<file path="config.mk">
export PLATFORM = sky130hd
export DESIGN_NAME = abs_encoder_frame_receiver_flat
export DESIGN_NICKNAME = d
export VERILOG_FILES = /design/src/aefr_pkg.sv /design/src/aefr_if.sv /design/src/aefr_regs.sv /design/src/aefr_core.sv /design/src/abs_encoder_frame_receiver.sv /design/src/flat_wrapper.sv
export SDC_FILE = /design/constraint.sdc
export NUM_CORES = 1
export LEC_CHECK = 0
export BUFFER_PORTS_ARGS = -buffer_cell sky130_fd_sc_hd__buf_2
export CAP_MARGIN = 20
export CORE_MARGIN = 5
export CORE_UTILIZATION = 31
export DETAILED_ROUTE_END_ITERATION = 10
export HOLD_SLACK_MARGIN = 0.08
export PLACE_DENSITY_LB_ADDON = 0.3
export SYNTH_ARGS = -nofsm -noshare
export SYNTH_HDL_FRONTEND = slang
export SYNTH_SLANG_ARGS = --single-unit
</file>
<file path="constraint.sdc">
create_clock -name clk -period 8.3 [get_ports clk]
set_input_delay 0.83 -clock clk [delete_from_list [all_inputs] [get_ports clk]]
set_output_delay 0.83 -clock clk [all_outputs]
set_load 0.005 [all_outputs]
</file>
<file path="src/aefr_pkg.sv">
// Shared types and constants for the absolute-encoder frame receiver.
// No dependencies; every other file of the block but aefr_if imports this package.
package aefr_pkg;

  // Frame lengths and reset command repeat count
  localparam int unsigned LONG_FRAME_BYTES  = 11;
  localparam int unsigned SHORT_FRAME_BYTES = 6;
  localparam logic [3:0]  LONG_LEN          = 4'd11;
  localparam logic [3:0]  SHORT_LEN         = 4'd6;
  localparam logic [3:0]  NO_LEN            = 4'd0;
  localparam logic [3:0]  RESET_LEN         = 4'd5;
  localparam logic [3:0]  RESET_REPEATS     = 4'd10;
  localparam logic [3:0]  BYTE_COUNT_MAX    = 4'd15;

  // Request command bytes
  localparam logic [7:0] CMD_READ    = 8'h1A;
  localparam logic [7:0] CMD_RESET_A = 8'hBA;
  localparam logic [7:0] CMD_RESET_B = 8'h62;
  localparam logic [7:0] CMD_RESET_C = 8'hC2;

  // Item operations
  localparam logic OP_BYTE = 1'b0;
  localparam logic OP_TICK = 1'b1;

  // Request selection codes
  localparam logic [2:0] CODE_READ    = 3'd0;
  localparam logic [2:0] CODE_RESET_A = 3'd1;
  localparam logic [2:0] CODE_RESET_B = 3'd2;
  localparam logic [2:0] CODE_RESET_C = 3'd3;

  // Register indexes (byte address bits [3:2])
  localparam int unsigned CFG_ADDR_W   = 4;
  localparam logic [1:0]  REG_PERIOD   = 2'd0;
  localparam logic [1:0]  REG_NOACK    = 2'd1;
  localparam logic [1:0]  REG_CRCLIM   = 2'd2;

  // Register reset values
  localparam logic [15:0] PERIOD_RST = 16'd1;
  localparam logic [7:0]  NOACK_RST  = 8'd3;
  localparam logic [7:0]  CRCLIM_RST = 8'd3;

  // Configuration handed from the register block to the core
  typedef struct packed {
    logic [15:0] period_ticks;
    logic [7:0]  no_ack_limit;
    logic [7:0]  crc_limit;
  } aefr_cfg_t;

  // One result item
  typedef struct packed {
    logic        tx_valid;
    logic [7:0]  tx_command;
    logic        frame_good;
    logic [23:0] abs_position;
    logic [15:0] multi_turn;
    logic [7:0]  status_byte;
    logic [7:0]  alarm_byte;
    logic        crc_error_flag;
    logic        no_ack_flag;
    logic        reset_done;
    logic [15:0] crc_error_total;
    logic [15:0] no_ack_total;
  } aefr_result_t;

endpackage

</file>
<file path="src/aefr_if.sv">
// Valid/ready channel interfaces for the frame receiver's input and result items.
// No dependencies.
interface aefr_in_if;
  logic       valid;
  logic       ready;
  logic       operation;
  logic [7:0] rx_byte;
  logic [2:0] reset_code;

  modport source (output valid, operation, rx_byte, reset_code, input ready);
  modport sink   (input valid, operation, rx_byte, reset_code, output ready);
endinterface

interface aefr_out_if;
  logic        valid;
  logic        ready;
  logic        tx_valid;
  logic [7:0]  tx_command;
  logic        frame_good;
  logic [23:0] abs_position;
  logic [15:0] multi_turn;
  logic [7:0]  status_byte;
  logic [7:0]  alarm_byte;
  logic        crc_error_flag;
  logic        no_ack_flag;
  logic        reset_done;
  logic [15:0] crc_error_total;
  logic [15:0] no_ack_total;

  modport source (output valid, tx_valid, tx_command, frame_good, abs_position, multi_turn,
                  status_byte, alarm_byte, crc_error_flag, no_ack_flag, reset_done,
                  crc_error_total, no_ack_total, input ready);
  modport sink   (input valid, tx_valid, tx_command, frame_good, abs_position, multi_turn,
                  status_byte, alarm_byte, crc_error_flag, no_ack_flag, reset_done,
                  crc_error_total, no_ack_total, output ready);
endinterface

</file>
<file path="src/aefr_regs.sv">
// APB-style configuration registers of the frame receiver.
// Depends on aefr_pkg.
module aefr_regs
  import aefr_pkg::*;
(
  input  logic                  clk,
  input  logic                  rst_n,
  input  logic                  psel,
  input  logic                  penable,
  input  logic                  pwrite,
  input  logic [CFG_ADDR_W-1:0] paddr,
  input  logic [31:0]           pwdata,
  output logic [31:0]           prdata,
  output logic                  pready,
  output aefr_cfg_t             cfg
);

  aefr_cfg_t  cfg_r;
  logic       wr_en;
  logic [1:0] reg_idx;

  assign pready  = 1'b1;
  assign wr_en   = psel & penable & pwrite;
  assign reg_idx = paddr[3:2];
  assign cfg     = cfg_r;

  // Register writes
  always_ff @(posedge clk) begin
    if (!rst_n) begin
      cfg_r.period_ticks <= PERIOD_RST;
      cfg_r.no_ack_limit <= NOACK_RST;
      cfg_r.crc_limit    <= CRCLIM_RST;
    end else if (wr_en) begin
      case (reg_idx)
        REG_PERIOD: cfg_r.period_ticks <= pwdata[15:0];
        REG_NOACK:  cfg_r.no_ack_limit <= pwdata[7:0];
        REG_CRCLIM: cfg_r.crc_limit    <= pwdata[7:0];
        default: ;
      endcase
    end
  end

  // Read mux
  always_comb begin
    case (reg_idx)
      REG_PERIOD: prdata = {16'd0, cfg_r.period_ticks};
      REG_NOACK:  prdata = {24'd0, cfg_r.no_ack_limit};
      REG_CRCLIM: prdata = {24'd0, cfg_r.crc_limit};
      default:    prdata = 32'd0;
    endcase
  end

endmodule

</file>
<file path="src/aefr_core.sv">
// Reply buffer, tick timer, frame check, error runs and request sequencing.
// Depends on aefr_pkg; state is updated at the edge an item is accepted.
module aefr_core
  import aefr_pkg::*;
(
  input  logic         clk,
  input  logic         rst_n,
  input  aefr_cfg_t    cfg,
  input  logic         item_en,
  input  logic         operation,
  input  logic [7:0]   rx_byte,
  input  logic [2:0]   reset_code,
  output logic         res_valid,
  output aefr_result_t res
);

  logic [7:0]  buf_r [LONG_FRAME_BYTES];
  logic [3:0]  byte_cnt_r, exp_len_r, rst_cnt_r;
  logic [15:0] tick_r;
  logic [7:0]  noack_run_r, fail_run_r;
  logic [15:0] noack_tot_r, fail_tot_r;
  logic [23:0] pos_r;
  logic [15:0] turns_r;
  logic [7:0]  status_r, alarm_r;

  logic [3:0]  byte_cnt_nxt, exp_len_nxt, rst_cnt_nxt;
  logic [15:0] tick_nxt, tick_inc;
  logic [7:0]  noack_run_nxt, fail_run_nxt;
  logic [15:0] noack_tot_nxt, fail_tot_nxt;
  logic [23:0] pos_nxt;
  logic [15:0] turns_nxt;
  logic [7:0]  status_nxt, alarm_nxt;

  logic        is_byte, is_tick, fire;
  logic [7:0]  xor_long, xor_short;
  logic        chk_long, chk_short, len_ok, checked, good, noack_ev, fail_ev;
  logic        tx_valid, done;
  logic [7:0]  cmd;
  logic [3:0]  rst_inc;

  assign is_byte = item_en & (operation == OP_BYTE);
  assign is_tick = item_en & (operation == OP_TICK);

  // Reply buffer: bytes past the long frame are dropped
  always_ff @(posedge clk) begin
    if (is_byte && byte_cnt_r < LONG_LEN) begin
      buf_r[byte_cnt_r] <= rx_byte;
    end
  end

  // Check bytes of both frame lengths
  assign xor_short = buf_r[0] ^ buf_r[1] ^ buf_r[2] ^ buf_r[3] ^ buf_r[4];
  assign xor_long  = xor_short ^ buf_r[5] ^ buf_r[6] ^ buf_r[7] ^ buf_r[8] ^ buf_r[9];
  assign chk_short = (xor_short == buf_r[SHORT_FRAME_BYTES-1]);
  assign chk_long  = (xor_long == buf_r[LONG_FRAME_BYTES-1]);

  // Evaluation of the buffered reply
  assign tick_inc = tick_r + 16'd1;
  assign fire     = is_tick & (tick_inc == cfg.period_ticks);
  assign checked  = (exp_len_r != NO_LEN);
  assign len_ok   = (byte_cnt_r == exp_len_r);
  assign good     = checked & len_ok &
                    (((exp_len_r == LONG_LEN) & chk_long) |
                     ((exp_len_r == SHORT_LEN) & chk_short));
  assign noack_ev = checked & ~len_ok;
  assign fail_ev  = checked & len_ok & ~good;
  assign rst_inc  = rst_cnt_r + 4'd1;

  always_comb begin
    byte_cnt_nxt  = byte_cnt_r;
    tick_nxt      = tick_r;
    exp_len_nxt   = exp_len_r;
    rst_cnt_nxt   = rst_cnt_r;
    noack_run_nxt = noack_run_r;
    fail_run_nxt  = fail_run_r;
    noack_tot_nxt = noack_tot_r;
    fail_tot_nxt  = fail_tot_r;
    pos_nxt       = pos_r;
    turns_nxt     = turns_r;
    status_nxt    = status_r;
    alarm_nxt     = alarm_r;
    tx_valid      = 1'b0;
    cmd           = 8'd0;
    done          = 1'b0;

    if (is_byte && byte_cnt_r != BYTE_COUNT_MAX) begin
      byte_cnt_nxt = byte_cnt_r + 4'd1;
    end

    if (is_tick) begin
      tick_nxt = fire ? 16'd0 : tick_inc;
    end

    if (fire) begin
      byte_cnt_nxt = 4'd0;
      // Runs and totals
      if (noack_ev) begin
        if (noack_run_r != 8'hFF) noack_run_nxt = noack_run_r + 8'd1;
        noack_tot_nxt = noack_tot_r + 16'd1;
      end
      if (checked && len_ok) noack_run_nxt = 8'd0;
      if (fail_ev) begin
        if (fail_run_r != 8'hFF) fail_run_nxt = fail_run_r + 8'd1;
        fail_tot_nxt = fail_tot_r + 16'd1;
      end
      if (good) fail_run_nxt = 8'd0;
      // Frame fields
      if (good) begin
        status_nxt = buf_r[1];
        if (exp_len_r == LONG_LEN) begin
          pos_nxt   = {buf_r[4], buf_r[3], buf_r[2]};
          turns_nxt = {buf_r[7], buf_r[6]};
          alarm_nxt = buf_r[9];
        end
      end
      // Next request
      case (reset_code)
        CODE_READ: begin
          tx_valid    = 1'b1;
          cmd         = CMD_READ;
          exp_len_nxt = LONG_LEN;
        end
        CODE_RESET_A, CODE_RESET_B, CODE_RESET_C: begin
          tx_valid    = 1'b1;
          case (reset_code)
            CODE_RESET_A: cmd = CMD_RESET_A;
            CODE_RESET_B: cmd = CMD_RESET_B;
            default:      cmd = CMD_RESET_C;
          endcase
          exp_len_nxt = SHORT_LEN;
          if (rst_inc == RESET_REPEATS) begin
            rst_cnt_nxt = 4'd0;
            done        = 1'b1;
          end else begin
            rst_cnt_nxt = rst_inc;
          end
        end
        default: exp_len_nxt = NO_LEN;
      endcase
    end
  end

  // Result item built from the updated state
  assign res_valid           = fire;
  assign res.tx_valid        = tx_valid;
  assign res.tx_command      = cmd;
  assign res.frame_good      = good;
  assign res.abs_position    = pos_nxt;
  assign res.multi_turn      = turns_nxt;
  assign res.status_byte     = status_nxt;
  assign res.alarm_byte      = alarm_nxt;
  assign res.crc_error_flag  = (fail_run_nxt >= cfg.crc_limit);
  assign res.no_ack_flag     = (noack_run_nxt >= cfg.no_ack_limit);
  assign res.reset_done      = done;
  assign res.crc_error_total = fail_tot_nxt;
  assign res.no_ack_total    = noack_tot_nxt;

  // State registers
  always_ff @(posedge clk) begin
    if (!rst_n) begin
      byte_cnt_r  <= 4'd0;
      exp_len_r   <= RESET_LEN;
      tick_r      <= 16'd0;
      rst_cnt_r   <= 4'd0;
      noack_run_r <= 8'd0;
      fail_run_r  <= 8'd0;
      noack_tot_r <= 16'd0;
      fail_tot_r  <= 16'd0;
      pos_r       <= 24'd0;
      turns_r     <= 16'd0;
      status_r    <= 8'd0;
      alarm_r     <= 8'd0;
    end else begin
      byte_cnt_r  <= byte_cnt_nxt;
      exp_len_r   <= exp_len_nxt;
      tick_r      <= tick_nxt;
      rst_cnt_r   <= rst_cnt_nxt;
      noack_run_r <= noack_run_nxt;
      fail_run_r  <= fail_run_nxt;
      noack_tot_r <= noack_tot_nxt;
      fail_tot_r  <= fail_tot_nxt;
      pos_r       <= pos_nxt;
      turns_r     <= turns_nxt;
      status_r    <= status_nxt;
      alarm_r     <= alarm_nxt;
    end
  end

endmodule

</file>
<file path="src/abs_encoder_frame_receiver.sv">
// Top level of the absolute-encoder frame receiver: core, registers, result queue.
// Depends on aefr_pkg, aefr_if, aefr_regs and aefr_core.
//
//   channel   direction  handshake            payload
//   in_ch     sink       valid/ready          operation, rx_byte, reset_code
//   out_ch    source     valid/ready          request, frame status, position, counters
//   psel..    APB slave  psel/penable/pready  period_ticks, no_ack_limit, crc_limit
//
// One item per cycle: every item is handled in the cycle it is accepted; a timer
// tick that completes a period puts its result in the output register, or in the
// skid entry if out_ch stalls. A two-entry result queue (output register plus skid)
// lets items keep flowing; in_ch.ready drops only while the skid entry is occupied.
// Reset (rst_n, synchronous) clears all control state and both queue entries.
module abs_encoder_frame_receiver
  import aefr_pkg::*;
(
  input  logic                  clk,
  input  logic                  rst_n,
  aefr_in_if.sink               in_ch,
  aefr_out_if.source            out_ch,
  input  logic                  psel,
  input  logic                  penable,
  input  logic                  pwrite,
  input  logic [CFG_ADDR_W-1:0] paddr,
  input  logic [31:0]           pwdata,
  output logic [31:0]           prdata,
  output logic                  pready
);

  aefr_cfg_t    cfg;
  aefr_result_t res, out_r, skid_r;
  logic         res_valid, accept, push, pop;
  logic         out_v_r, skid_v_r;

  aefr_regs u_regs (
    .clk     (clk),
    .rst_n   (rst_n),
    .psel    (psel),
    .penable (penable),
    .pwrite  (pwrite),
    .paddr   (paddr),
    .pwdata  (pwdata),
    .prdata  (prdata),
    .pready  (pready),
    .cfg     (cfg)
  );

  assign in_ch.ready = ~skid_v_r;
  assign accept      = in_ch.valid & in_ch.ready;

  aefr_core u_core (
    .clk        (clk),
    .rst_n      (rst_n),
    .cfg        (cfg),
    .item_en    (accept),
    .operation  (in_ch.operation),
    .rx_byte    (in_ch.rx_byte),
    .reset_code (in_ch.reset_code),
    .res_valid  (res_valid),
    .res        (res)
  );

  assign push = res_valid;
  assign pop  = out_v_r & out_ch.ready;

  // Result queue: output register with a skid entry behind it
  always_ff @(posedge clk) begin
    if (!rst_n) begin
      out_v_r  <= 1'b0;
      skid_v_r <= 1'b0;
    end else begin
      if (!out_v_r || pop) begin
        if (skid_v_r) begin
          out_r    <= skid_r;
          out_v_r  <= 1'b1;
          skid_v_r <= 1'b0;
        end else begin
          out_r   <= res;
          out_v_r <= push;
        end
      end else if (push) begin
        skid_r   <= res;
        skid_v_r <= 1'b1;
      end
    end
  end

  // Output channel
  assign out_ch.valid           = out_v_r;
  assign out_ch.tx_valid        = out_r.tx_valid;
  assign out_ch.tx_command      = out_r.tx_command;
  assign out_ch.frame_good      = out_r.frame_good;
  assign out_ch.abs_position    = out_r.abs_position;
  assign out_ch.multi_turn      = out_r.multi_turn;
  assign out_ch.status_byte     = out_r.status_byte;
  assign out_ch.alarm_byte      = out_r.alarm_byte;
  assign out_ch.crc_error_flag  = out_r.crc_error_flag;
  assign out_ch.no_ack_flag     = out_r.no_ack_flag;
  assign out_ch.reset_done      = out_r.reset_done;
  assign out_ch.crc_error_total = out_r.crc_error_total;
  assign out_ch.no_ack_total    = out_r.no_ack_total;

endmodule

</file>
<file path="src/flat_wrapper.sv">
// flat-port wrapper written by rule: the top's interface ports become plain ports
module abs_encoder_frame_receiver_flat import aefr_pkg::*;
  (clk, rst_n, psel, penable, pwrite, paddr, pwdata, prdata, pready, in_ch_valid, in_ch_operation, in_ch_rx_byte, in_ch_reset_code, in_ch_ready, out_ch_valid, out_ch_tx_valid, out_ch_tx_command, out_ch_frame_good, out_ch_abs_position, out_ch_multi_turn, out_ch_status_byte, out_ch_alarm_byte, out_ch_crc_error_flag, out_ch_no_ack_flag, out_ch_reset_done, out_ch_crc_error_total, out_ch_no_ack_total, out_ch_ready);
  aefr_in_if in_ch_i ();
  aefr_out_if out_ch_i ();
  input  logic clk;
  input  logic rst_n;
  input  logic psel;
  input  logic penable;
  input  logic pwrite;
  input  logic [CFG_ADDR_W-1:0] paddr;
  input  logic [31:0] pwdata;
  output logic [31:0] prdata;
  output logic pready;
  input wire logic [$bits(in_ch_i.valid)-1:0] in_ch_valid;
  input wire logic [$bits(in_ch_i.operation)-1:0] in_ch_operation;
  input wire logic [$bits(in_ch_i.rx_byte)-1:0] in_ch_rx_byte;
  input wire logic [$bits(in_ch_i.reset_code)-1:0] in_ch_reset_code;
  output wire logic [$bits(in_ch_i.ready)-1:0] in_ch_ready;
  output wire logic [$bits(out_ch_i.valid)-1:0] out_ch_valid;
  output wire logic [$bits(out_ch_i.tx_valid)-1:0] out_ch_tx_valid;
  output wire logic [$bits(out_ch_i.tx_command)-1:0] out_ch_tx_command;
  output wire logic [$bits(out_ch_i.frame_good)-1:0] out_ch_frame_good;
  output wire logic [$bits(out_ch_i.abs_position)-1:0] out_ch_abs_position;
  output wire logic [$bits(out_ch_i.multi_turn)-1:0] out_ch_multi_turn;
  output wire logic [$bits(out_ch_i.status_byte)-1:0] out_ch_status_byte;
  output wire logic [$bits(out_ch_i.alarm_byte)-1:0] out_ch_alarm_byte;
  output wire logic [$bits(out_ch_i.crc_error_flag)-1:0] out_ch_crc_error_flag;
  output wire logic [$bits(out_ch_i.no_ack_flag)-1:0] out_ch_no_ack_flag;
  output wire logic [$bits(out_ch_i.reset_done)-1:0] out_ch_reset_done;
  output wire logic [$bits(out_ch_i.crc_error_total)-1:0] out_ch_crc_error_total;
  output wire logic [$bits(out_ch_i.no_ack_total)-1:0] out_ch_no_ack_total;
  input wire logic [$bits(out_ch_i.ready)-1:0] out_ch_ready;
  assign in_ch_i.valid = in_ch_valid;
  assign in_ch_i.operation = in_ch_operation;
  assign in_ch_i.rx_byte = in_ch_rx_byte;
  assign in_ch_i.reset_code = in_ch_reset_code;
  assign in_ch_ready = in_ch_i.ready;
  assign out_ch_valid = out_ch_i.valid;
  assign out_ch_tx_valid = out_ch_i.tx_valid;
  assign out_ch_tx_command = out_ch_i.tx_command;
  assign out_ch_frame_good = out_ch_i.frame_good;
  assign out_ch_abs_position = out_ch_i.abs_position;
  assign out_ch_multi_turn = out_ch_i.multi_turn;
  assign out_ch_status_byte = out_ch_i.status_byte;
  assign out_ch_alarm_byte = out_ch_i.alarm_byte;
  assign out_ch_crc_error_flag = out_ch_i.crc_error_flag;
  assign out_ch_no_ack_flag = out_ch_i.no_ack_flag;
  assign out_ch_reset_done = out_ch_i.reset_done;
  assign out_ch_crc_error_total = out_ch_i.crc_error_total;
  assign out_ch_no_ack_total = out_ch_i.no_ack_total;
  assign out_ch_i.ready = out_ch_ready;
  abs_encoder_frame_receiver u_core (.clk(clk), .rst_n(rst_n), .in_ch(in_ch_i), .out_ch(out_ch_i), .psel(psel), .penable(penable), .pwrite(pwrite), .paddr(paddr), .pwdata(pwdata), .prdata(prdata), .pready(pready));
endmodule
</file>
After elaboration in Yosys (flattened, before gate mapping)
Memory sizes are Yosys's and may differ from the RTL's.
Cells that the tools add are included.
- add/subtract/negate cells: 7
- $lt $le $gt $ge: 3
- eq/ne operators: 15
- multiplexer cells: 39
- bitwise gates (word level): 29
- reduce and logical (&&, ||, !) cells: 18
- operator list (kind ; number):
    16-bit 2-to-1 mux ; 8
    8-bit 2-to-1 mux ; 14
    101-bit 2-to-1 mux ; 1
    24-bit 2-to-1 mux ; 3
    8-bit XOR ; 9
    16-bit by 1-bit adder with 16-bit output (second input constant) ; 3
    16-bit case mux with 3 select lines ; 1
    8-bit case mux with 2 select lines ; 2
    8-bit by 1-bit adder with 8-bit output (second input constant) ; 2
    16-bit == test ; 1
    8-bit == test ; 2
    8-bit greater-or-equal comparator ; 2
    8-bit inequality test (second input constant) ; 2
    1-bit AND ; 13
    2-bit AND reduction ; 5
    4-bit by 1-bit adder with 4-bit output (second input constant) ; 2
    4-bit == test (second input constant) ; 2
    1-bit 2-to-1 mux ; 8
    4-bit case mux with 2 select lines ; 1
    3-bit by 2-bit == test with 1-bit output (second input constant) ; 2
    1-bit inverter ; 6
    4-bit by 3-bit == test with 1-bit output (second input constant) ; 1
    4-bit == test ; 1
    4-bit less-than comparator (second input constant) ; 1
    16 further kinds ; 19
- register bits after elaboration: 368
- memory bits (writable): 88
- input bits: 55
- output and inout port bits: 136
- memories kept: 1
- memories (name ; words ; width ; rd ports ; clocked after Yosys merged registers in ; write ports ; line ; RTL):
    u_core.u_core.buf_r ; 11 ; 8 ; 11 ; 0 ; 1 ; aefr_core.sv:17 ; logic [7:0] buf_r [LONG_FRAME_BYTES];

Longest topological paths before layout
Gate-level depths: netlist of the first run.
An unclocked memory read counts as a cell.
- depth after elaboration: 21
- depth in mapped cells: 21
- gate-level depth less buffers: 20

Hierarchy
A second synthesis of the first run with hierarchy kept.
- cells, all modules: 1534
- area, all modules: 20153.1 um^2
- by module, submodules not included (module ; instances ; cells an instance ; area an instance (um^2) ; sequential area each (um^2)):
    aefr_core ; 1 ; 1027 ; 10949.3 ; 5285.1
    abs_encoder_frame_receiver ; 1 ; 326 ; 7587.3 ; 6105.9
    aefr_regs ; 1 ; 181 ; 1616.6 ; 640.6

Least setup slack after synthesis of the first run
OpenSTA, ideal clock, no wires.
- path type: register to register
- start point: register u_core.u_core.tick_r[0]
- end point: register u_core.skid_r[0] (netlist name), enable pin
- data arrival time: 6612 ps
- slack: 1133 ps
- stages on the path, launching flop included: 10
- path buffers: 1
- period minus slack after synthesis: 7167 ps
- path through: dfxtp_1 ha_1 and3_1 buf_6 a311o_1 nor4_2 nand3_1 or4_4 or2_2 nor2_1
- longest elaborated chain between the ends: 4
- ends and longest elaborated chain (item ; line ; RTL):
    start, declared ; aefr_core.sv:19 ; logic [15:0] tick_r;
    start signal, assigned ; aefr_core.sv:176 ; tick_r <= tick_nxt;
    16-bit by 1-bit adder with 16-bit output ; aefr_core.sv:58 ; assign tick_inc = tick_r + 16'd1;
    16-bit == test ; aefr_core.sv:59 ; assign fire = is_tick & (tick_inc == cfg.period_ticks);
    1-bit AND ; aefr_core.sv:59 ;
    3-bit AND reduction (no line) ; - ;
    end signal, assigned ; abs_encoder_frame_receiver.sv:82 ; skid_r <= res;
    end, declared ; abs_encoder_frame_receiver.sv:31 ; aefr_result_t res, out_r, skid_r;
Every way passes these cells.
A chain may end at the register's enable or synchronous reset.

Worst setup path in the final report of the first run
- start point: register u_core.skid_v_r
- end point: register u_core.out_r (netlist bit u_core.out_ch.crc_error_flag) (data pin)
- longest elaborated chain between the ends: 7
- ends and longest elaborated chain (item ; line ; RTL):
    start, declared ; abs_encoder_frame_receiver.sv:33 ; logic out_v_r, skid_v_r;
    start signal, assigned ; abs_encoder_frame_receiver.sv:70 ; skid_v_r <= 1'b0;
    start signal, assigned ; abs_encoder_frame_receiver.sv:76 ; skid_v_r <= 1'b0;
    start signal, assigned ; abs_encoder_frame_receiver.sv:83 ; skid_v_r <= 1'b1;
    1-bit inverter ; abs_encoder_frame_receiver.sv:48 ; assign in_ch.ready = ~skid_v_r;
    1-bit AND ; abs_encoder_frame_receiver.sv:49 ; assign accept = in_ch.valid & in_ch.ready;
    1-bit AND ; aefr_core.sv:42 ; assign is_tick = item_en & (operation == OP_TICK);
    1-bit AND ; aefr_core.sv:59 ;
    8-bit 2-to-1 mux ; aefr_core.sv:94 ; if (fire) begin
    8-bit greater-or-equal comparator ; aefr_core.sv:152 ; assign res.crc_error_flag = (fail_run_nxt >= cfg.crc_limit);
    101-bit 2-to-1 mux * ; abs_encoder_frame_receiver.sv:73 ; if (skid_v_r) begin
    end signal, assigned ; abs_encoder_frame_receiver.sv:74 ; out_r <= skid_r;
    end signal, assigned ; abs_encoder_frame_receiver.sv:78 ; out_r <= res;
    end, declared ; abs_encoder_frame_receiver.sv:31 ;
Every way passes the cells marked *; elsewhere a longest branch is shown, timed or not.

==> results.toml, run 1 <==
[setup_path]
worst_r2r_startpoint = "u_core.skid_v_r$_SDFFE_PP0P_"
critical_path.endpoint_type = "register"
crit_path_max_fanout = 60
rrSetupSlack_ns = 2.56
r2r-end = "u_core.out_ch.crc_error_flag$_DFFE_PP_"
worstSetupStartpointType = "register"
crit_type = "reg -> reg"
worstRegToRegCells = 21
critical_path_arrival_ns = 6.06
critPathRequiredTime_ns = 8.62

[layout]
ff_latch_area_sq_um = 11900
utilization = 0.366
syn2layout_area_growth_pct = 17.6
multi_input_area_sq_um = 6620
finalNetCount = 1810
fillers = 5955
drive_gt1_frac = 0.188

[route]
finalWirelength_um = 45000
drt_antenna_net_count = 0
detail_route.iter0.violations = 614
detail_route.vias_per_cell = 4.62
drt-wirelength-per-cell_um = 17.6
detailroute.via_count = 11800
post-route-drc-count = 0
first_pass_iters = 5

[pwr]
clock_power_share = 0.473
power.switching_fraction = 0.214
power.leakage_nw = 8.75
power-per-cell-area_nw_per_um2 = 220
power.internal_mw = 3.89
netSwitchingPower_mw = 1.06
power_frac_comb = 0.036
power.share.sequential = 0.491
power.ir.vdd_worst_mv = 0.152

[floorplanning]
placement_rows = 91
die-width_um = 258
fp.dieArea_sq_um = 66700
core_region_area_sq_um = 61400
i_o_pin_total = 191
initial_utilization = 0.312
fp.dieH_um = 258

[yosys]
yosysSeqAreaShare = 0.620
synth_async_sr_flop_share = 0
synth_edf_count = 284
post_synthesis_instance_area_sq_um = 19100
synth_top_cell_area_share = 0.446
yosysWarnings = 0
synthFlopType = "sky130_fd_sc_hd__edfxtp_1"
yosys_reg_bits = 450
netlist.top_cell.by_area = "sky130_fd_sc_hd__edfxtp_1"
yosys.cell_types.count = 55
synth.top_cells.by_area = "sky130_fd_sc_hd__edfxtp_1 (45%), sky130_fd_sc_hd__dfxtp_1 (17%), sky130_fd_sc_hd__xnor2_1 (4.0%)"
avgSynthCellArea_sq_um = 12.1
syn-instance-count = 1575

[sta]
final-max-slew-violation-count = 0
finalClockSkew_ns = 0.0106
maxClockFrequency_mhz = 174
fin_crit_ns = 5.74
timing_worst_slew_pin_value_ns = 1.00
hold_violations = 0
rsz_0062_raised_after_global_routing = "no"
timing.slew.headroom = 0.330
final.setup.tns_ns = 0
finalSetupViolations = 0
period_share = 0.691

[grt]
first_global_vias = 12100
pin_count_of_the_biggest_net_entering_global_routing = 80
grt.total_usage = 0.133
grt_antenna_before_repair = 2
grt_pass1_wl_um = 70600
globalRoute.totalOverflow = 0

[worst_hold_path]
hold_path_class = "in -> reg"
endpoint_with_the_worst_hold_slack = "u_core.u_regs.cfg[31]$_SDFFE_PN0P_"
hold_depth = 3
source_of_the_worst_hold_timing_path = "pwdata[15]"

[clocking]
clock_sinks = 450
cts_resized = 0
postCtsHoldBufs = 0
cts_tree = "yes"
numCtsBuffers = 49
clkLatencyLatePin_ns = 0.58
cts_max_path_buffers = 3
worst_setup_hold_path_clk_slew_ns = 0.06
cts.htree.levels = 2
postCtsSetupBuffers = 0
clockRootBuffer = "sky130_fd_sc_hd__clkbuf_16"

[status]
status = "complete, no violations"

[placement]
placer_congestion = 0.831
number_of_i_o_port_buffers = 153
hpwlAfterDp_um = 30400

[run]
number_of_maximum_capacitance_violations = 0
-- metrics by stage --
stage | instances | cell area [sq um] | hold WS, ns | setup WS, ns | total power [mW]
3_5_place_dp | 2465 | 20700 | 0.485 | 2.57 | 2.66
3_3_place_gp | 2463 | 20700 | 0.479 | 2.57 | 2.66
2_1_floorplan | 1592 | 19200 | 0.456 | 1.13 | 2.58
4_1_cts | 2557 | 22500 | 0.440 | 2.54 | 5.03
5_1_grt | 2559 | 22500 | 0.462 | 2.06 | 5.14
6_report | 2560 | 22500 | 0.491 | 2.56 | 4.94
-- how the worst max path moves through the flow --
stage	startpoint	to	cells after the start
final	u_core.skid_v_r$_SDFFE_PP0P_	u_core.out_ch.crc_error_flag$_DFFE_PP_	21
after floorplan	u_core.u_core.tick_r[0]$_SDFFE_PN0P_	u_core.skid_r[0]$_DFFE_PP_	9
after global placement	u_core.skid_v_r$_SDFFE_PP0P_	u_core.out_ch.crc_error_flag$_DFFE_PP_	21
after detailed placement	u_core.skid_v_r$_SDFFE_PP0P_	u_core.out_ch.crc_error_flag$_DFFE_PP_	21
after global routing	u_core.skid_v_r$_SDFFE_PP0P_	u_core.out_ch.crc_error_flag$_DFFE_PP_	21
after CTS	u_core.skid_v_r$_SDFFE_PP0P_	u_core.out_ch.crc_error_flag$_DFFE_PP_	21
-- cells in the final DEF (no fill, tap or decap), drive strengths merged, types with 58 or more instances in the layout --
| master | count |
|---|---|
| buf | 176 |
| xnor2 | 87 |
| edfxtp | 284 |
| inv | 78 |
| dfxtp | 166 |
| nand2 | 97 |
| clkbuf | 62 |
| a21oi | 99 |
| mux2i | 72 |
| nor2 | 164 |
| mux2 | 58 |
| and2 | 63 |
-- worst max-delay path: stages (launching register included) --
cell                        delay [ns]
sky130_fd_sc_hd__dfxtp_1          0.58
sky130_fd_sc_hd__inv_4            0.59
sky130_fd_sc_hd__nand3_1          0.57
sky130_fd_sc_hd__nor4_2           0.53
sky130_fd_sc_hd__and4b_1          0.26
sky130_fd_sc_hd__nand4b_2         0.19
sky130_fd_sc_hd__buf_4            0.33
sky130_fd_sc_hd__nor2_1           0.12
sky130_fd_sc_hd__buf_4            0.23
sky130_fd_sc_hd__nand2_1          0.09
sky130_fd_sc_hd__xnor2_1          0.18
sky130_fd_sc_hd__nand2b_1         0.10
sky130_fd_sc_hd__ha_1             0.27
sky130_fd_sc_hd__nand2b_1         0.14
sky130_fd_sc_hd__a21o_1           0.18
sky130_fd_sc_hd__a21o_1           0.18
sky130_fd_sc_hd__a21o_1           0.18
sky130_fd_sc_hd__a21o_1           0.20
sky130_fd_sc_hd__a21oi_1          0.16
sky130_fd_sc_hd__nor2b_1          0.06
sky130_fd_sc_hd__o21ai_0          0.21
sky130_fd_sc_hd__a2bb2oi_1        0.10
-- per-layer routing --
metal	share of wire	wire, um	global-route usage	vias to the layer above
met5	0.00029	13	0	-
met4	0.020	897	0.0367	2
met3	0.041	1860	0.0241	62
met2	0.48	21700	0.228	207
met1	0.46	20500	0.174	5763
li1	-	-	-	5795
-- kinds of logic after synthesis --
logic type,after synthesis,share of synthesized area
adders and majority gates,27,0.0177
AOI/OAI and AO/OA,166,0.0494
DFF,450,0.620
and+or+nand+nor,500,0.130
xor gates and xnor gates,135,0.0719
muxes,130,0.0719
buffers and inverters,165,0.0385
other,2,0.000393
-- flip-flops by register name (all words and copies together) (netlist names), 24 cells and up --
register	count
u_core.out_ch.abs_position	24
u_core.skid_r	98
u_core.u_core.buf_r	88
u_core.u_core.pos_r	24
u_core.u_regs.cfg	32
-- layout make-up --
type                    instances  share of cell area
inverters                      74              0.0125
well taps                     790              0.0440
clock buffers                  62              0.0618
flip-flops and latches        450               0.527
diodes                          1            0.000111
clock inverters                30              0.0164
repair buffers                176              0.0435
multi-input cells             977               0.295
-- power by group through the flow --
stage	Sequential [mW]	Clock (mW)	Combinational [mW]
CTS	2.43	2.42	0.185
finish	2.43	2.34	0.180
global route	2.43	2.51	0.201
detailed placement	2.47	0	0.184
floorplan	2.48	0	0.100
global placement	2.47	0	0.182
-- Yosys cell counts (all sizes together), types with 20 or more instances --
library cell  number
edfxtp           284
dfxtp            166
nor2             164
a21oi             99
nand2             97
xnor2             87
inv               74
mux2i             72
and2              63
mux2              58
clkbuf            50
buf               41
nand3             34
xor2              34
ha                27
nand4             25
o21ai             25
nor3              20
No activity file was read; power rests on OpenSTA's default activity.
==> run 2, diff against run 1 <==
ABC_AREA = 1   (was default)
clock period = 4.8 ns   (was 8.3 ns; I/O delays follow)
==> results.toml, run 2 <==
[status]
status = "complete, no violations"

[sta]
maxClockFrequency_mhz = 236
timing_worst_slew_pin_value_ns = 1.11
fin_crit_ns = 4.23
period_share = 0.882
finalSetupViolations = 0
finalWorstSetupSlack_ns = 0.566
hold_violations = 0
final.setup.tns_ns = 0
rsz_0062_raised_after_global_routing = "no"
timing.slew.headroom = 0.258
final-max-slew-violation-count = 0
finalClockSkew_ns = 0.0234
final.hold.worst_slack_ns = 0.157

[clocking]
clockRootBuffer = "sky130_fd_sc_hd__clkbuf_16"
postCtsSetupBuffers = 0
worst_setup_hold_path_clk_slew_ns = 0.06
postCtsHoldBufs = 0
cts.htree.levels = 2
numCtsBuffers = 49
clock_sinks = 450
clkLatencyLatePin_ns = 0.59
cts_tree = "yes"
cts_resized = 0
cts_max_path_buffers = 3

[placement]
dpl.cell_count = 3272
hpwlAfterDp_um = 36500
placer_congestion = 0.855
instance_area_after_placement_sq_um = 22400
worst_setup_slack_after_placement_ns = 0.553
number_of_i_o_port_buffers = 153

[setup_path]
worst_r2r_startpoint = "u_core.u_core.tick_r[1]$_SDFFE_PN0P_"
worstSetupStartpointType = "register"
critical_path.top_delay_family = "simple AND/OR/NAND/NOR gates"
critical_path.endpoint_type = "register"
slowest_stage = "sky130_fd_sc_hd__dfxtp_1"
worstRegToRegCells = 26
critPathBufInv = 2
critPathMostFrequentCell = "sky130_fd_sc_hd__nand2_1"
crit_type = "reg -> reg"
crit_path_max_fanout = 7
r2r-end = "u_core.out_ch.no_ack_flag$_DFFE_PP_"
critical_path_arrival_ns = 4.57
critPathRequiredTime_ns = 5.13
longest_individual_stage_delay_on_the_worst_path_ns = 0.38
rrSetupSlack_ns = 0.57

[floorplanning]
fp.dieH_um = 268
fp.dieArea_sq_um = 71800
die-width_um = 268
core_region_area_sq_um = 65900
i_o_pin_total = 191
initial_utilization = 0.313
placement_rows = 94

[route]
first_pass_iters = 5
detail_route.iter0.violations = 929
drt_antenna_net_count = 0
detailroute.via_count = 15100
drt-wirelength-per-cell_um = 15.4
post-route-drc-count = 0
finalWirelength_um = 51700
detail_route.vias_per_cell = 4.48

[yosys]
post_synthesis_instance_area_sq_um = 20600
synth_top_cell_area_share = 0.414
synth.top_cells.by_area = "sky130_fd_sc_hd__edfxtp_1 (41%), sky130_fd_sc_hd__dfxtp_1 (16%), sky130_fd_sc_hd__nand2_1 (12%)"
avgSynthCellArea_sq_um = 8.97
synthMostInstantiatedCell = "sky130_fd_sc_hd__nand2_1"
netlist.top_cell.by_area = "sky130_fd_sc_hd__edfxtp_1"
yosysWarnings = 0
yosys.cell_types.count = 52
synthFlopType = "sky130_fd_sc_hd__edfxtp_1"
synth_async_sr_flop_share = 0
synth_edf_count = 284
synth_top_cells_by_count = "sky130_fd_sc_hd__nand2_1 (677), sky130_fd_sc_hd__inv_1 (306), sky130_fd_sc_hd__edfxtp_1 (284), sky130_fd_sc_hd__nor2_1 (189), sky130_fd_sc_hd__dfxtp_1 (166)"
syn-instance-count = 2298
yosysSeqAreaShare = 0.575
yosys_reg_bits = 450

[layout]
largest_register = "u_core.skid_r"
non_filler_cells_in_the_finished_layout = 3367
syn2layout_area_growth_pct = 16.3
most-common-layout-cells = "sky130_fd_sc_hd__nand2_1 (677), sky130_fd_sc_hd__inv_1 (306), sky130_fd_sc_hd__edfxtp_1 (284), sky130_fd_sc_hd__nor2_1 (188), sky130_fd_sc_hd__dfxtp_1 (165)"
finalNetCount = 2542
drive_gt1_frac = 0.133
largest_reg_flops = 98
fin_area_sq_um = 24000
layout_commonest_cell = "sky130_fd_sc_hd__nand2_1"

[worst_hold_path]
source_of_the_worst_hold_timing_path = "pwdata[0]"
hold_path_class = "in -> reg"
hold_depth = 3
endpoint_with_the_worst_hold_slack = "u_core.u_regs.cfg[16]$_SDFFE_PN1P_"

[grt]
grt_antenna_before_repair = 2
grt.total_usage = 0.142
first_global_vias = 14700
grt_pass1_wl_um = 81600
globalRoute.totalOverflow = 0
pin_count_of_the_biggest_net_entering_global_routing = 99

[pwr]
power-per-cell-area_nw_per_um2 = 345
power.leakage_nw = 9.88
power.ir.vdd_worst_mv = 0.259

[run]
number_of_maximum_capacitance_violations = 0
run 2: cell count changes after synthesis, sizes merged, moves of 18 or more:
cell / change
nand2: +581
inv: +246
o21ai: +114
mux2i: -71
nand3: +64
and2: -58
mux2: -58
xnor2: -53
nor2: +30
a21oi: -28
xor2: +18
run 2: layer usage:
layer	track usage	up-vias	part of all wire
met4	0.0431	0	0.028
met3	0.0255	90	0.045
met5	0	-	0
met1	0.192	7018	0.46
met2	0.234	259	0.47
li1	-	7730	-
run 2: final cells by class:
class                      count  area (sq um)
clock buffer                  71          1380
antenna                        2          5.00
sequential                   450         11900
clock inverter                21           226
fill                        6662         41900
tap                          864          1080
inverter                     324          1220
timing repair buffer         179          1000
multi-input combinational   1456          7210
run 2: power by group:
group	internal [mW]	switching, mW
clock network	2.17	1.56
logic	0.110	0.245
registers	4.17	0.0348
run 2: worst max-delay path by stage:
stage	start	to	slack, ns	depth (start not counted)
global placement	u_core.u_core.tick_r[1]$_SDFFE_PN0P_	u_core.out_ch.crc_error_flag$_DFFE_PP_	0.61	28
finish	u_core.u_core.tick_r[1]$_SDFFE_PN0P_	u_core.out_ch.no_ack_flag$_DFFE_PP_	0.57	26
CTS	u_core.u_core.tick_r[1]$_SDFFE_PN0P_	u_core.out_ch.no_ack_flag$_DFFE_PP_	0.54	28
detailed placement	u_core.u_core.tick_r[1]$_SDFFE_PN0P_	u_core.out_ch.no_ack_flag$_DFFE_PP_	0.55	28
floorplan	u_core.u_core.tick_r[0]$_SDFFE_PN0P_	u_core.skid_r[0]$_DFFE_PP_	0.37	12
global route	u_core.u_core.buf_r[1][5]$_DFFE_PP_	u_core.out_ch.crc_error_flag$_DFFE_PP_	0.06	30
run 2: per-stage QoR:
stage / power [mW] / util
floorplan: 4.48 / -
global placement: 4.64 / 0.339
detailed placement: 4.64 / 0.339
CTS: 8.43 / 0.364
global route: 8.64 / 0.364
finish: 8.28 / 0.364
run 2: cells by family after synthesis:
logic type / after synthesis / share of synthesized area
flip-flops: 450 / 0.575
other: 2 / 0.000364
multiplexers: 1 / 0.000485
adder cells (fa/ha/maj): 27 / 0.0164
XOR/XNOR: 87 / 0.0376
buffers and inverters: 409 / 0.0808
AND/OR/NAND/NOR: 1066 / 0.212
AO/OA/AOI/OAI: 256 / 0.0772
run 2: worst register-to-register path, stage by stage (launching register included):
cell and delay [ns]:
sky130_fd_sc_hd__dfxtp_1 0.38, sky130_fd_sc_hd__ha_1 0.21, sky130_fd_sc_hd__nand2_1 0.11, sky130_fd_sc_hd__nor2_4 0.19
sky130_fd_sc_hd__nand3_1 0.17, sky130_fd_sc_hd__nor2_1 0.12, sky130_fd_sc_hd__nand2_1 0.06, sky130_fd_sc_hd__nand2_1 0.09
sky130_fd_sc_hd__inv_2 0.04, sky130_fd_sc_hd__nand2_1 0.06, sky130_fd_sc_hd__nand3_1 0.11, sky130_fd_sc_hd__nor3_2 0.30
sky130_fd_sc_hd__nand2_2 0.16, sky130_fd_sc_hd__nor2_2 0.12, sky130_fd_sc_hd__buf_4 0.17, sky130_fd_sc_hd__a21oi_1 0.08
sky130_fd_sc_hd__a21oi_1 0.26, sky130_fd_sc_hd__ha_1 0.29, sky130_fd_sc_hd__a21boi_0 0.12, sky130_fd_sc_hd__o21a_1 0.17
sky130_fd_sc_hd__o21a_1 0.17, sky130_fd_sc_hd__o211ai_1 0.18, sky130_fd_sc_hd__nand2_1 0.08, sky130_fd_sc_hd__a21oi_1 0.13
sky130_fd_sc_hd__o21bai_1 0.09, sky130_fd_sc_hd__nand2_1 0.07, sky130_fd_sc_hd__nand2_1 0.07
